### config.mk
export PLATFORM = sky130hd
export DESIGN_NAME = frame_time_window_monitor
export DESIGN_NICKNAME = d
export VERILOG_FILES = /design/src/rtl/ftwm_pkg.sv /design/src/rtl/frame_time_window_monitor.sv /design/src/rtl/ftwm_serial_div.sv
export SDC_FILE = /design/constraint.sdc
export NUM_CORES = 2
export LEC_CHECK = 0
export BUFFER_PORTS_ARGS = -buffer_cell sky130_fd_sc_hd__buf_4
export CAP_MARGIN = 20
export CELL_PAD_IN_SITES_DETAIL_PLACEMENT = 0
export CELL_PAD_IN_SITES_GLOBAL_PLACEMENT = 2
export CORE_MARGIN = 8
export CORE_UTILIZATION = 40
export CTS_BUF_LIST = sky130_fd_sc_hd__clkbuf_2
export DETAILED_ROUTE_END_ITERATION = 16
export HOLD_SLACK_MARGIN = 0.15
export PLACE_DENSITY_LB_ADDON = 0.1
export SYNTH_ARGS = -nofsm -noshare
export SYNTH_HDL_FRONTEND = slang
export SYNTH_HIERARCHICAL = 1
export SYNTH_SLANG_ARGS = --single-unit
### constraint.sdc
create_clock -name clock -period 14.45 [get_ports clock]
set_input_delay 2.1675 -clock clock [delete_from_list [all_inputs] [get_ports clock]]
set_output_delay 2.1675 -clock clock [all_outputs]
set_load 0.05 [all_outputs]
### src/rtl/ftwm_pkg.sv
// shared types and constants of the frame time window monitor
// no dependencies; imported by the top level and the port checker
package ftwm_pkg;

   localparam int SAMPLE_W   = 24;   // frame time and threshold width
   localparam int COUNT_W    = 32;   // wrapping event counters
   localparam int CSR_IDX_W  = 2;
   localparam int REQ_DATA_W = 24;
   localparam int RSP_DATA_W = 176;
   localparam int BIT_IDX_W  = 5;    // selects one bit of a sample-wide word
   localparam int GRADE_BITS = 27;   // width of 5*avg and 6*target
   localparam int MOD_W      = 8;
   localparam int CLEAR_PERIOD = 180;

   localparam logic [CSR_IDX_W-1:0] CSR_TARGET   = 2'd0;
   localparam logic [CSR_IDX_W-1:0] CSR_WARNING  = 2'd1;
   localparam logic [CSR_IDX_W-1:0] CSR_CRITICAL = 2'd2;

   localparam logic [SAMPLE_W-1:0] TARGET_RESET   = 24'd16667;
   localparam logic [SAMPLE_W-1:0] WARNING_RESET  = 24'd20000;
   localparam logic [SAMPLE_W-1:0] CRITICAL_RESET = 24'd33333;
   localparam logic [SAMPLE_W-1:0] SAMPLE_MAX     = 24'hFFFFFF;

   localparam logic [1:0] GRADE_ON_TARGET  = 2'd0;
   localparam logic [1:0] GRADE_WITHIN_1P2 = 2'd1;
   localparam logic [1:0] GRADE_WITHIN_1P5 = 2'd2;
   localparam logic [1:0] GRADE_OVER       = 2'd3;

   typedef enum logic [2:0] {
      ST_IDLE,
      ST_SUM,
      ST_DIV,
      ST_GRADE,
      ST_DONE
   } state_type;

   // one result, last field in the lowest bits
   typedef struct packed {
      logic [1:0]          grade;
      logic                is_good;
      logic                alert_active;
      logic [COUNT_W-1:0]  criticals_seen;
      logic [COUNT_W-1:0]  warnings_seen;
      logic [COUNT_W-1:0]  frames_seen;
      logic [SAMPLE_W-1:0] max_time_us;
      logic [SAMPLE_W-1:0] min_time_us;
      logic [SAMPLE_W-1:0] window_average_us;
   } result_type;

   localparam int RESULT_W = $bits(result_type);

endpackage

### src/rtl/frame_time_window_monitor.sv
// per sample: one serial pass over the SUM_W = 24+clog2(depth) sum bits for the ring sum
//   and compares, one for the divider, then serial grading over GRADE_BITS bits
// an input transfer is taken only in idle; a finished result waits in the output register
// reset (synchronous, active high) restores register defaults and clears all counters;
//   the history memory is not swept, a fill flag masks slots not yet written
module frame_time_window_monitor #(
   parameter int WINDOW_DEPTH = 64
) (
   input  logic                               clock,
   input  logic                               reset,
   // input channel
   input  logic                               req_tvalid,
   output logic                               req_tready,
   input  logic [ftwm_pkg::REQ_DATA_W-1:0]    req_tdata,   // [23:0] frame_time_us
   // result channel
   output logic                               rsp_tvalid,
   input  logic                               rsp_tready,
   // [23:0] window_average_us, [47:24] min_time_us, [71:48] max_time_us,
   // [103:72] frames_seen, [135:104] warnings_seen, [167:136] criticals_seen,
   // [168] alert_active, [169] is_good, [171:170] grade, [175:172] zero
   output logic [ftwm_pkg::RSP_DATA_W-1:0]    rsp_tdata,
   // configuration writes
   input  logic                               csr_we,
   input  logic [ftwm_pkg::CSR_IDX_W-1:0]     csr_index,
   input  logic [ftwm_pkg::SAMPLE_W-1:0]      csr_wdata
);

   import ftwm_pkg::*;

   localparam int SLOT_W = $clog2(WINDOW_DEPTH);
   localparam int SUM_W  = SAMPLE_W + $clog2(WINDOW_DEPTH);
   localparam int DIV_W  = $clog2(WINDOW_DEPTH + 1);
   localparam int CNT_W  = $clog2(SUM_W);

   localparam logic [SLOT_W-1:0] LAST_SLOT  = SLOT_W'(WINDOW_DEPTH - 1);
   localparam logic [DIV_W-1:0]  DEPTH_DIV  = DIV_W'(WINDOW_DEPTH);
   localparam logic [CNT_W-1:0]  SUM_LAST   = CNT_W'(SUM_W - 1);
   localparam logic [CNT_W-1:0]  GRADE_LAST = CNT_W'(GRADE_BITS - 1);
   localparam logic [CNT_W-1:0]  SAMPLE_END = CNT_W'(SAMPLE_W);
   localparam logic [MOD_W-1:0]  CLEAR_LAST = MOD_W'(CLEAR_PERIOD - 1);

   // ---------------------------------------------------------------------
   // configuration registers
   // ---------------------------------------------------------------------
   logic [SAMPLE_W-1:0] target_ff;
   logic [SAMPLE_W-1:0] warning_ff;
   logic [SAMPLE_W-1:0] critical_ff;

   always_ff @(posedge clock) begin
      if (reset) begin
         target_ff   <= TARGET_RESET;
         warning_ff  <= WARNING_RESET;
         critical_ff <= CRITICAL_RESET;
      end else if (csr_we) begin
         case (csr_index)
            CSR_TARGET:   target_ff   <= csr_wdata;
            CSR_WARNING:  warning_ff  <= csr_wdata;
            CSR_CRITICAL: critical_ff <= csr_wdata;
            default: ;    // unmapped index, write dropped
         endcase
      end
   end

   // ---------------------------------------------------------------------
   // sequencer
   // ---------------------------------------------------------------------
   state_type  state_ff, state_in;
   logic       div_start;
   logic       div_done;
   logic       out_load;
   logic       req_xfer;
   logic       rsp_tvalid_ff;
   logic [CNT_W-1:0] cnt_ff;

   assign req_xfer = req_tvalid && req_tready;

   always_ff @(posedge clock) begin
      if (reset) state_ff <= ST_IDLE;
      else       state_ff <= state_in;
   end

   always_comb begin
      state_in   = state_ff;
      req_tready = 1'b0;
      div_start  = 1'b0;
      out_load   = 1'b0;
      case (state_ff)
         ST_IDLE: begin
            req_tready = 1'b1;
            if (req_tvalid) state_in = ST_SUM;
         end
         ST_SUM: begin
            if (cnt_ff == SUM_LAST) begin
               div_start = 1'b1;
               state_in  = ST_DIV;
            end
         end
         ST_DIV: begin
            if (div_done) state_in = ST_GRADE;
         end
         ST_GRADE: begin
            if (cnt_ff == GRADE_LAST) state_in = ST_DONE;
         end
         ST_DONE: begin
            // hand over once the output register is free or being drained
            if (!rsp_tvalid_ff || rsp_tready) begin
               out_load = 1'b1;
               state_in = ST_IDLE;
            end
         end
         default: state_in = ST_IDLE;
      endcase
   end

   // bit counter shared by the serial sum pass and the grading pass
   logic [BIT_IDX_W-1:0] bit_sel;
   logic                 in_bits;

   always_ff @(posedge clock) begin
      if (reset) begin
         cnt_ff <= '0;
      end else if (state_in == state_ff &&
                   (state_ff == ST_SUM || state_ff == ST_GRADE)) begin
         cnt_ff <= cnt_ff + CNT_W'(1);
      end else begin
         cnt_ff <= '0;
      end
   end

   assign bit_sel = cnt_ff[BIT_IDX_W-1:0];
   assign in_bits = cnt_ff < SAMPLE_END;   // above the sample width every bit reads zero

   // ---------------------------------------------------------------------
   // history ring and frame counters, all updated at the input transfer
   // ---------------------------------------------------------------------
   logic [SAMPLE_W-1:0] hist_mem [WINDOW_DEPTH];
   logic [SAMPLE_W-1:0] old_ff;        // sample leaving the window
   logic                old_valid_ff;  // slot was written before
   logic [SAMPLE_W-1:0] x_ff;
   logic [SLOT_W-1:0]   slot_ff;
   logic                full_ff;       // ring has wrapped once since reset
   logic [COUNT_W-1:0]  frame_total_ff;
   logic [COUNT_W-1:0]  frame_next;
   logic [MOD_W-1:0]    mod_ff;        // frame_total mod 180, restarted when the frame counter wraps
   logic [DIV_W-1:0]    divisor_ff;
   logic                frame_small;

   // read old value and write new one at the same slot in the same cycle
   always_ff @(posedge clock) begin
      if (req_xfer) begin
         old_ff            <= hist_mem[slot_ff];
         hist_mem[slot_ff] <= req_tdata;
      end
   end

   assign frame_next  = frame_total_ff + COUNT_W'(1);
   // divisor is the frame count while it is still below the depth and nonzero
   assign frame_small = (frame_next[COUNT_W-1:DIV_W] == '0) &&
                        (frame_next[DIV_W-1:0] != '0) &&
                        (frame_next[DIV_W-1:0] < DEPTH_DIV);

   always_ff @(posedge clock) begin
      if (reset) begin
         slot_ff        <= '0;
         full_ff        <= 1'b0;
         frame_total_ff <= '0;
         mod_ff         <= '0;
      end else if (req_xfer) begin
         slot_ff        <= (slot_ff == LAST_SLOT) ? '0 : slot_ff + SLOT_W'(1);
         if (slot_ff == LAST_SLOT) full_ff <= 1'b1;
         frame_total_ff <= frame_next;
         // the frame counter wrap lands on zero, which is a multiple of the period
         if (frame_next == '0 || mod_ff == CLEAR_LAST) mod_ff <= '0;
         else                                           mod_ff <= mod_ff + MOD_W'(1);
      end
   end

   always_ff @(posedge clock) begin
      if (req_xfer) begin
         x_ff         <= req_tdata;
         old_valid_ff <= full_ff;
         divisor_ff   <= frame_small ? frame_next[DIV_W-1:0] : DEPTH_DIV;
      end
   end

   // ---------------------------------------------------------------------
   // serial pass 1: window sum update and sample compares, lsb first
   // ---------------------------------------------------------------------
   logic [SUM_W-1:0] sum_sr_ff;
   logic [1:0]       sum_cy_ff;
   logic [2:0]       sum_total;
   logic [SUM_W-1:0] sum_new;
   logic             xb, ob, crb, wnb, tgb, mnb, mxb;
   logic             gt_crit_ff, gt_warn_ff, gt_tgt_ff, lt_min_ff, gt_max_ff;

   logic [SAMPLE_W-1:0] min_ff, max_ff;
   logic [COUNT_W-1:0]  warn_total_ff, crit_total_ff;
   logic                alert_ff;

   always_comb begin
      xb  = in_bits & x_ff[bit_sel];
      ob  = in_bits & old_valid_ff & old_ff[bit_sel];
      crb = in_bits & critical_ff[bit_sel];
      wnb = in_bits & warning_ff[bit_sel];
      tgb = in_bits & target_ff[bit_sel];
      mnb = in_bits & min_ff[bit_sel];
      mxb = in_bits & max_ff[bit_sel];
      // sum + x + ~old + 1, carry of up to two
      sum_total = {2'b00, sum_sr_ff[0]} + {2'b00, xb} + {2'b00, ~ob} + {1'b0, sum_cy_ff};
      sum_new   = {sum_total[0], sum_sr_ff[SUM_W-1:1]};
   end

   always_ff @(posedge clock) begin
      if (reset) begin
         sum_sr_ff <= '0;
      end else if (state_ff == ST_SUM) begin
         sum_sr_ff <= sum_new;
      end
   end

   // a later differing bit overrides an earlier one, so the msb decides
   always_ff @(posedge clock) begin
      if (req_xfer) begin
         sum_cy_ff  <= 2'd1;
         gt_crit_ff <= 1'b0;
         gt_warn_ff <= 1'b0;
         gt_tgt_ff  <= 1'b0;
         lt_min_ff  <= 1'b0;
         gt_max_ff  <= 1'b0;
      end else if (state_ff == ST_SUM) begin
         sum_cy_ff <= sum_total[2:1];
         if (xb != crb) gt_crit_ff <= xb;
         if (xb != wnb) gt_warn_ff <= xb;
         if (xb != tgb) gt_tgt_ff  <= xb;
         if (xb != mnb) lt_min_ff  <= mnb;
         if (xb != mxb) gt_max_ff  <= xb;
      end
   end

   // statistics update at the end of the pass
   always_ff @(posedge clock) begin
      if (reset) begin
         min_ff        <= SAMPLE_MAX;
         max_ff        <= '0;
         warn_total_ff <= '0;
         crit_total_ff <= '0;
         alert_ff      <= 1'b0;
      end else if (div_start) begin
         if (lt_min_ff) min_ff <= x_ff;
         if (gt_max_ff) max_ff <= x_ff;
         if (gt_crit_ff)      crit_total_ff <= crit_total_ff + COUNT_W'(1);
         else if (gt_warn_ff) warn_total_ff <= warn_total_ff + COUNT_W'(1);
         // periodic clear wins over a critical set in the same frame
         if (!gt_tgt_ff && mod_ff == '0) alert_ff <= 1'b0;
         else if (gt_crit_ff)             alert_ff <= 1'b1;
      end
   end

   // ---------------------------------------------------------------------
   // serial pass 2: window mean
   // ---------------------------------------------------------------------
   logic [SUM_W-1:0]    quotient;
   logic [SAMPLE_W-1:0] avg_ff;

   ftwm_serial_div #(
      .DVD_W (SUM_W),
      .DVS_W (DIV_W)
   ) u_div (
      .clock    (clock),
      .reset    (reset),
      .start    (div_start),
      .dividend (sum_new),
      .divisor  (divisor_ff),
      .done     (div_done),
      .quotient (quotient)
   );

   // mean can exceed the sample range right after the frame counter wraps
   always_ff @(posedge clock) begin
      if (div_done) begin
         avg_ff <= (quotient[SUM_W-1:SAMPLE_W] != '0) ? SAMPLE_MAX
                                                     : quotient[SAMPLE_W-1:0];
      end
   end

   // ---------------------------------------------------------------------
   // serial pass 3: grade, comparing avg:t, 5avg:6t and 2avg:3t lsb first
   // ---------------------------------------------------------------------
   logic       ab, tb;
   logic       a_d1_ff, a_d2_ff, t_d1_ff, t_d2_ff;
   logic       c5_ff, c6_ff, c3_ff;
   logic       g1_ff, g5_ff, g2_ff;   // greater-than flags of the three compares
   logic [1:0] s5, s6, s3;
   logic [1:0] grade_val;

   always_comb begin
      ab = in_bits & avg_ff[bit_sel];
      tb = in_bits & target_ff[bit_sel];
      s5 = {1'b0, ab}      + {1'b0, a_d2_ff} + {1'b0, c5_ff};   // avg + 4avg
      s6 = {1'b0, t_d1_ff} + {1'b0, t_d2_ff} + {1'b0, c6_ff};   // 2t + 4t
      s3 = {1'b0, tb}      + {1'b0, t_d1_ff} + {1'b0, c3_ff};   // t + 2t
   end

   always_ff @(posedge clock) begin
      if (div_done) begin
         a_d1_ff <= 1'b0;
         a_d2_ff <= 1'b0;
         t_d1_ff <= 1'b0;
         t_d2_ff <= 1'b0;
         c5_ff   <= 1'b0;
         c6_ff   <= 1'b0;
         c3_ff   <= 1'b0;
         g1_ff   <= 1'b0;
         g5_ff   <= 1'b0;
         g2_ff   <= 1'b0;
      end else if (state_ff == ST_GRADE) begin
         a_d1_ff <= ab;
         a_d2_ff <= a_d1_ff;
         t_d1_ff <= tb;
         t_d2_ff <= t_d1_ff;
         c5_ff   <= s5[1];
         c6_ff   <= s6[1];
         c3_ff   <= s3[1];
         if (ab != tb)          g1_ff <= ab;
         if (s5[0] != s6[0])    g5_ff <= s5[0];
         if (a_d1_ff != s3[0])  g2_ff <= a_d1_ff;
      end
   end

   always_comb begin
      if (!g1_ff)      grade_val = GRADE_ON_TARGET;
      else if (!g5_ff) grade_val = GRADE_WITHIN_1P2;
      else if (!g2_ff) grade_val = GRADE_WITHIN_1P5;
      else             grade_val = GRADE_OVER;
   end

   // ---------------------------------------------------------------------
   // output register
   // ---------------------------------------------------------------------
   result_type rsp_data_ff;

   always_ff @(posedge clock) begin
      if (reset) begin
         rsp_tvalid_ff <= 1'b0;
      end else if (out_load) begin
         rsp_tvalid_ff <= 1'b1;
      end else if (rsp_tready) begin
         rsp_tvalid_ff <= 1'b0;
      end
   end

   always_ff @(posedge clock) begin
      if (out_load) begin
         rsp_data_ff.window_average_us <= avg_ff;
         rsp_data_ff.min_time_us       <= min_ff;
         rsp_data_ff.max_time_us       <= max_ff;
         rsp_data_ff.frames_seen       <= frame_total_ff;
         rsp_data_ff.warnings_seen     <= warn_total_ff;
         rsp_data_ff.criticals_seen    <= crit_total_ff;
         rsp_data_ff.alert_active      <= alert_ff;
         rsp_data_ff.is_good           <= !g1_ff && (crit_total_ff == '0);
         rsp_data_ff.grade             <= grade_val;
      end
   end

   assign rsp_tvalid = rsp_tvalid_ff;
   assign rsp_tdata  = {(RSP_DATA_W - RESULT_W)'(0), rsp_data_ff};

endmodule

### src/rtl/ftwm_serial_div.sv
// restoring divider, one quotient bit per cycle, msb first
// standalone; instantiated by frame_time_window_monitor
module ftwm_serial_div #(
   parameter int DVD_W = 30,
   parameter int DVS_W = 7
) (
   input  logic             clock,
   input  logic             reset,
   input  logic             start,
   input  logic [DVD_W-1:0] dividend,
   input  logic [DVS_W-1:0] divisor,
   output logic             done,
   output logic [DVD_W-1:0] quotient
);

   localparam int CNT_W = $clog2(DVD_W);
   localparam logic [CNT_W-1:0] CNT_LAST = CNT_W'(DVD_W - 1);

   logic             busy_ff;
   logic             done_ff;
   logic [CNT_W-1:0] cnt_ff;
   logic [DVD_W-1:0] dvd_ff;
   logic [DVS_W-1:0] rem_ff;
   logic [DVS_W-1:0] dvs_ff;

   logic [DVS_W:0]   partial;
   logic [DVS_W:0]   diff;
   logic             fits;
   logic [DVS_W-1:0] rem_in;

   // remainder stays below the divisor, so the partial fits one extra bit
   always_comb begin
      partial = {rem_ff, dvd_ff[DVD_W-1]};
      fits    = partial >= {1'b0, dvs_ff};
      diff    = partial - {1'b0, dvs_ff};
      rem_in  = fits ? diff[DVS_W-1:0] : partial[DVS_W-1:0];
   end

   always_ff @(posedge clock) begin
      if (reset) begin
         busy_ff <= 1'b0;
         done_ff <= 1'b0;
         cnt_ff  <= '0;
      end else begin
         done_ff <= 1'b0;
         if (start) begin
            busy_ff <= 1'b1;
            cnt_ff  <= '0;
         end else if (busy_ff) begin
            cnt_ff <= cnt_ff + CNT_W'(1);
            if (cnt_ff == CNT_LAST) begin
               busy_ff <= 1'b0;
               done_ff <= 1'b1;
            end
         end
      end
   end

   // quotient bits shift in behind the dividend
   always_ff @(posedge clock) begin
      if (start) begin
         dvd_ff <= dividend;
         rem_ff <= '0;
         dvs_ff <= divisor;
      end else if (busy_ff) begin
         dvd_ff <= {dvd_ff[DVD_W-2:0], fits};
         rem_ff <= rem_in;
      end
   end

   assign done     = done_ff;
   assign quotient = dvd_ff;

endmodule

---- Word-level counts from Yosys, hierarchy flattened ----
Memories as Yosys holds them, arrays and structs flattened. A register that Yosys moved wholly into a read port is not among the register bits.
Index checks and enable logic that the tools add are counted.
storage, ports and cells
  register bits after elaboration ......... 567
  RAM bits ................................ 1536
  bits of input ports ..................... 55
  output and inout port bits .............. 178
  logic and storage cells ................. 195
  memories ................................ 1
cells by class
  $add $sub $neg .......................... 17
  $lt $le $gt $ge ......................... 4
  equality and inequality tests ........... 20
  multiplexer cells ....................... 44
  bitwise operators ....................... 13
  reductions and logical operators ........ 44
memory list
  memory    depth  bits a word  read ports  clocked after memory_dff  write ports  RTL line                          RTL
  hist_mem  64     24           1           1                         1            frame_time_window_monitor.sv:136  logic [SAMPLE_W-1:0] hist_mem [WINDOW_DEPTH];
operators with widths
  cell                   number
  $add 32x1->32 const B  3
  $logic_not 32->1       2
  $mux 30                2
  $bmux 1 s5             8
  $reduce_and 2->1       17
  $logic_not 25->1       1
  $mux 1                 25
  $eq 5x5->1 const B     3
  $mux 3                 5
  $pmux 3 s5             1
  $add 5x1->5 const B    2
  $and 1x1->1            9
  $add 1x1->2            4
  $add 8x1->8 const B    1
  $eq 8x8->1 const B     1
  $ge 8x7->1             1
  $logic_not 8->1        1
  $mux 8                 1
  $ne 1x1->1             8
  $lt 7x7->1 const B     1
  $mux 7                 1
  $reduce_bool 7->1      1
  $sub 7x7->7            1
  $add 2x1->2            3
  24 further kinds       40

---- Logic depth before layout (Yosys ltp) ----
  depth in word-level cells ............... 8
  gate-level depth with buffers ........... 15
  mapped depth without buffers ............ 11

---- Modules after synthesis ----
The synthesis kept the hierarchy.
modules (own cells, without submodules)
  module                     instances  cells an instance  area an instance (um^2)  sequential area each (um^2)
  frame_time_window_monitor  1          4797               76734.8                  59457.0
  ftwm_serial_div            1          203                2571.2                   1391.3

---- Least setup slack after synthesis ----
OpenSTA, ideal clock, no wires.
  kind .................................... in2reg
  start point ............................. input port rsp_tready
  end point ............................... register rsp_data_ff, in the netlist rsp_tdata[0], enable pin
  setup time .............................. 706 ps
  arrival time ............................ 9373 ps
  data required time ...................... 13744 ps
  slack ................................... 4371 ps
  stages on the path ...................... 2
  buffers on the path ..................... 0
  path through ............................ nor2b_1 -> nor2_1
on the way
  longest elaborated chain between the ends .. 3
ends and longest elaborated chain
  element           RTL line                          RTL
  start, declared   frame_time_window_monitor.sv:17   input logic rsp_tready,
  $logic_or 1x1->1  frame_time_window_monitor.sv:106  if (!rsp_tvalid_ff || rsp_tready) begin
  $mux 1            frame_time_window_monitor.sv:106
  $mux 1            frame_time_window_monitor.sv:87   case (state_ff)
  net out_load      frame_time_window_monitor.sv:70   logic out_load;
  end, declared     frame_time_window_monitor.sv:340  result_type rsp_data_ff;
The timed path passes the listed nets, and every way through them passes these cells.
A chain may end at the register's enable or synchronous reset.

---- Worst setup path after layout ----
  start point ............................. register state_ff[2]
  end point ............................... output port req_tready
on the way
  longest elaborated chain between the ends .. 2
ends and longest elaborated chain
  element                 RTL line                         RTL
  start, declared         frame_time_window_monitor.sv:67  state_type state_ff, state_in;
  start signal, assigned  frame_time_window_monitor.sv:79  else state_ff <= state_in;
  $logic_not 3->1         frame_time_window_monitor.sv:87
  $mux 1                  frame_time_window_monitor.sv:87
  end, declared           frame_time_window_monitor.sv:13  output logic req_tready,
Every way passes these cells.

==> results.ini <==
[floorplanning]
fp-row-count=163
ios=233
die_height_um=461.3
core_um2=197200
die_w_um=461.3
die_area_um2=212800
initial_utilization=0.4021

[route]
dr_wl_met3_mm=15.29
first_iter_violations=3992
wl_met1_mm=105.9
antenna_left=0
first_pass_iters=6
post_drt_wl_per_cell_um=27.96
wl_met2_mm=113.6
wl_mm=241.8
vias=48190
viasPerCell=5.572
route.detailed.drc=0
top_layer_used=met4

[worst_setup_path]
crit_chain=nor3_1, buf_4
cp_slowest_cell=dfxtp_1
r2r_end=old_ff[23]$_DFFE_PP_
worstPathRequired_ns=12.28
r2r_slack_ns=10.18
path_class=reg2out
critPathBufInv=1
crit_family=flip-flops
start_kind=flop
critical_path.max_stage_delay_ns=0.43
end_kind=output pin
rr_worst_depth=9
rr_startpoint=slot_ff[2]$_SDFFE_PP0P_
arrival_ns=2.95
cp_max_fo=10

[timing]
tightest_slew_ns=1.245
hold_viol=0
min_period_ns=5.120
post-route-period-util=0.3543
whs_ns=0.4105
fin_ws_ns=9.330
fin_worst_skew_ns=0.1371
rsz0062_at_grt=false
max_freq_mhz=195.3
maxSlewViolCount=0
slew_headroom=0.1700
setup_violations=0
tns_ns=0

[placed_design]
io_buffers=228
gp_congestion=0.8110
dpl_cell_area_um2=84460
dp_slack_ns=9.327
place.detailed.hpwl_mm=135.9

[clock_tree]
cts_resized=0
postCtsSetupBuffers=0
cts_hold_buf=0
clockBufferDepth=4
clkTransAtPathRegs_ns=0.10
numCtsBuffers=578
tritoncts=done
cts_sinks=2127
cts-root-buf=clkbuf_2
htreeDepth=6
clock_latency_ns=1.84

[run_status]
outcome=completed

[global_routing]
grt_pass1_wl_mm=344.4
grt-ovfl-total=0
grt_max_degree=112
grt_pass1_vias=48320
grt_usage=0.2209
antenna_found_initial=11

[synthesis]
ys_ff_latch=2127
synth.area.top_cells=edfxtp_1, dfxtp_1, a22oi_1
syn-cell-area_um2=79310
synthMostInstantiatedCell=edfxtp_1
synthFlopType=edfxtp_1
syn_avg_cell_area_um2=15.86
synth.distinct_cells=78
yosysTopAreaCell=edfxtp_1
synth_commonest_cells=edfxtp_1, a22oi_1, nand2_1
synthCells=5000
yosys_warnings=6
synthArstFlopShare=0
synth_edf_count=1825
yosysTopAreaCellShare=0.6910
yosysSeqAreaShare=0.7673

[pwr]
leakage_nw=29.08
total_power_mw=11.35
power_density_nw_per_um2=127.2
peakVddDrop_mv=0.08901

[hold_path]
hold_path_end=u_div/dvs_ff[1]$_DFFE_PP_
min_path_type=reg2reg
holdPathStages=0
hold_start=divisor_ff[1]$_SDFFCE_PN0P_

[layout]
area_growth_syn_to_layout_pct=12.53
drive_gt1_frac=0.2487
final_nets=5702
design_area_um2=89240

[flow_run]
cap_viol_max_count=0

-- cell families after synthesis --
group                    Yosys count  share of synthesized area
AO/OA/AOI/OAI                   1211                     0.1105
XOR/XNOR                         111                    0.01226
adder cells (fa/ha/maj)           27                   0.004828
buffers and inverters            373                    0.01863
flip-flops                      2127                     0.7673
multiplexers                      97                    0.02138
other                              1                 0.00004729
AND/OR/NAND/NOR                 1053                    0.06508
-- cell usage in the layout, fill, tap and decap left out, types with 40 or more instances in the layout --
master / n
mux4_2: 55
xor2_1: 51
nand3b_1: 48
nand4_1: 80
buf_4: 351
xnor2_1: 60
edfxtp_1: 1825
a31oi_1: 155
dfxtp_1: 299
a22oi_1: 461
a21oi_1: 190
a22o_1: 155
nand2_1: 396
clkinv_1: 60
o21ai_0: 40
nor4_1: 44
inv_1: 40
nor2_2: 70
nand3_1: 66
a221oi_1: 154
nor2_1: 148
clkbuf_2: 867
-- registers in the layout (all words and copies together) (netlist names), 3 cells and up --
name,cells
avg_ff,24
bit_sel,5
crit_total_ff,32
critical_ff,24
divisor_ff,7
frame_total_ff,32
hist_mem,1536
max_ff,24
min_ff,24
mod_ff,8
old_ff,24
rsp_tdata,172
slot_ff,6
state_ff,3
sum_sr_ff,30
target_ff,24
u_div/cnt_ff,5
u_div/dvs_ff,7
u_div/quotient,30
u_div/rem_ff,7
warn_total_ff,32
warning_ff,24
x_ff,24
-- how the worst max path moves through the flow --
stage / start / to / slack, ns / cells past startpoint
floorplan: rsp_tready / rsp_tdata[0]$_DFFE_PP_ / 4.37 / 2
global placement: req_tvalid / hist_mem[18][9]$_DFFE_PP_ / 9.35 / 7
detailed placement: req_tvalid / hist_mem[18][9]$_DFFE_PP_ / 9.33 / 7
CTS: state_ff[2]$_SDFF_PP0_ / req_tready / 8.97 / 2
global route: state_ff[2]$_SDFF_PP0_ / req_tready / 8.97 / 2
finish: state_ff[2]$_SDFF_PP0_ / req_tready / 9.33 / 2
-- through the flow --
step / utilization / cells
global route: 0.4524 / 8640
floorplan: - / 5003
finish: 0.4525 / 8649
detailed placement: 0.4283 / 7678
CTS: 0.4522 / 8630
global placement: 0.4280 / 7675
-- cell type report --
class                   count  area, um2
diodes                     17      42.54
clock buffers             867       4339
clock inverters            85      389.1
fillers                 17930     108000
inverters                  44      167.7
multi-input cells        2503      17240
flip-flops and latches   2127      60860
well taps                2640       3303
repair buffers            366       2902
-- routing by layer --
metal,vias to the layer above,track usage
li1,21460,-
met1,24600,0.3030
met2,1758,0.3530
met3,372,0.04401
met4,0,0.07577
met5,-,0
-- power by group --
part           switching [mW]  internal [mW]
Combinational           0.438          0.174
Sequential             0.0287           6.69
Clock                    2.42           1.60
Total                    2.89           8.46
No activity file was read; power rests on OpenSTA's default activity.
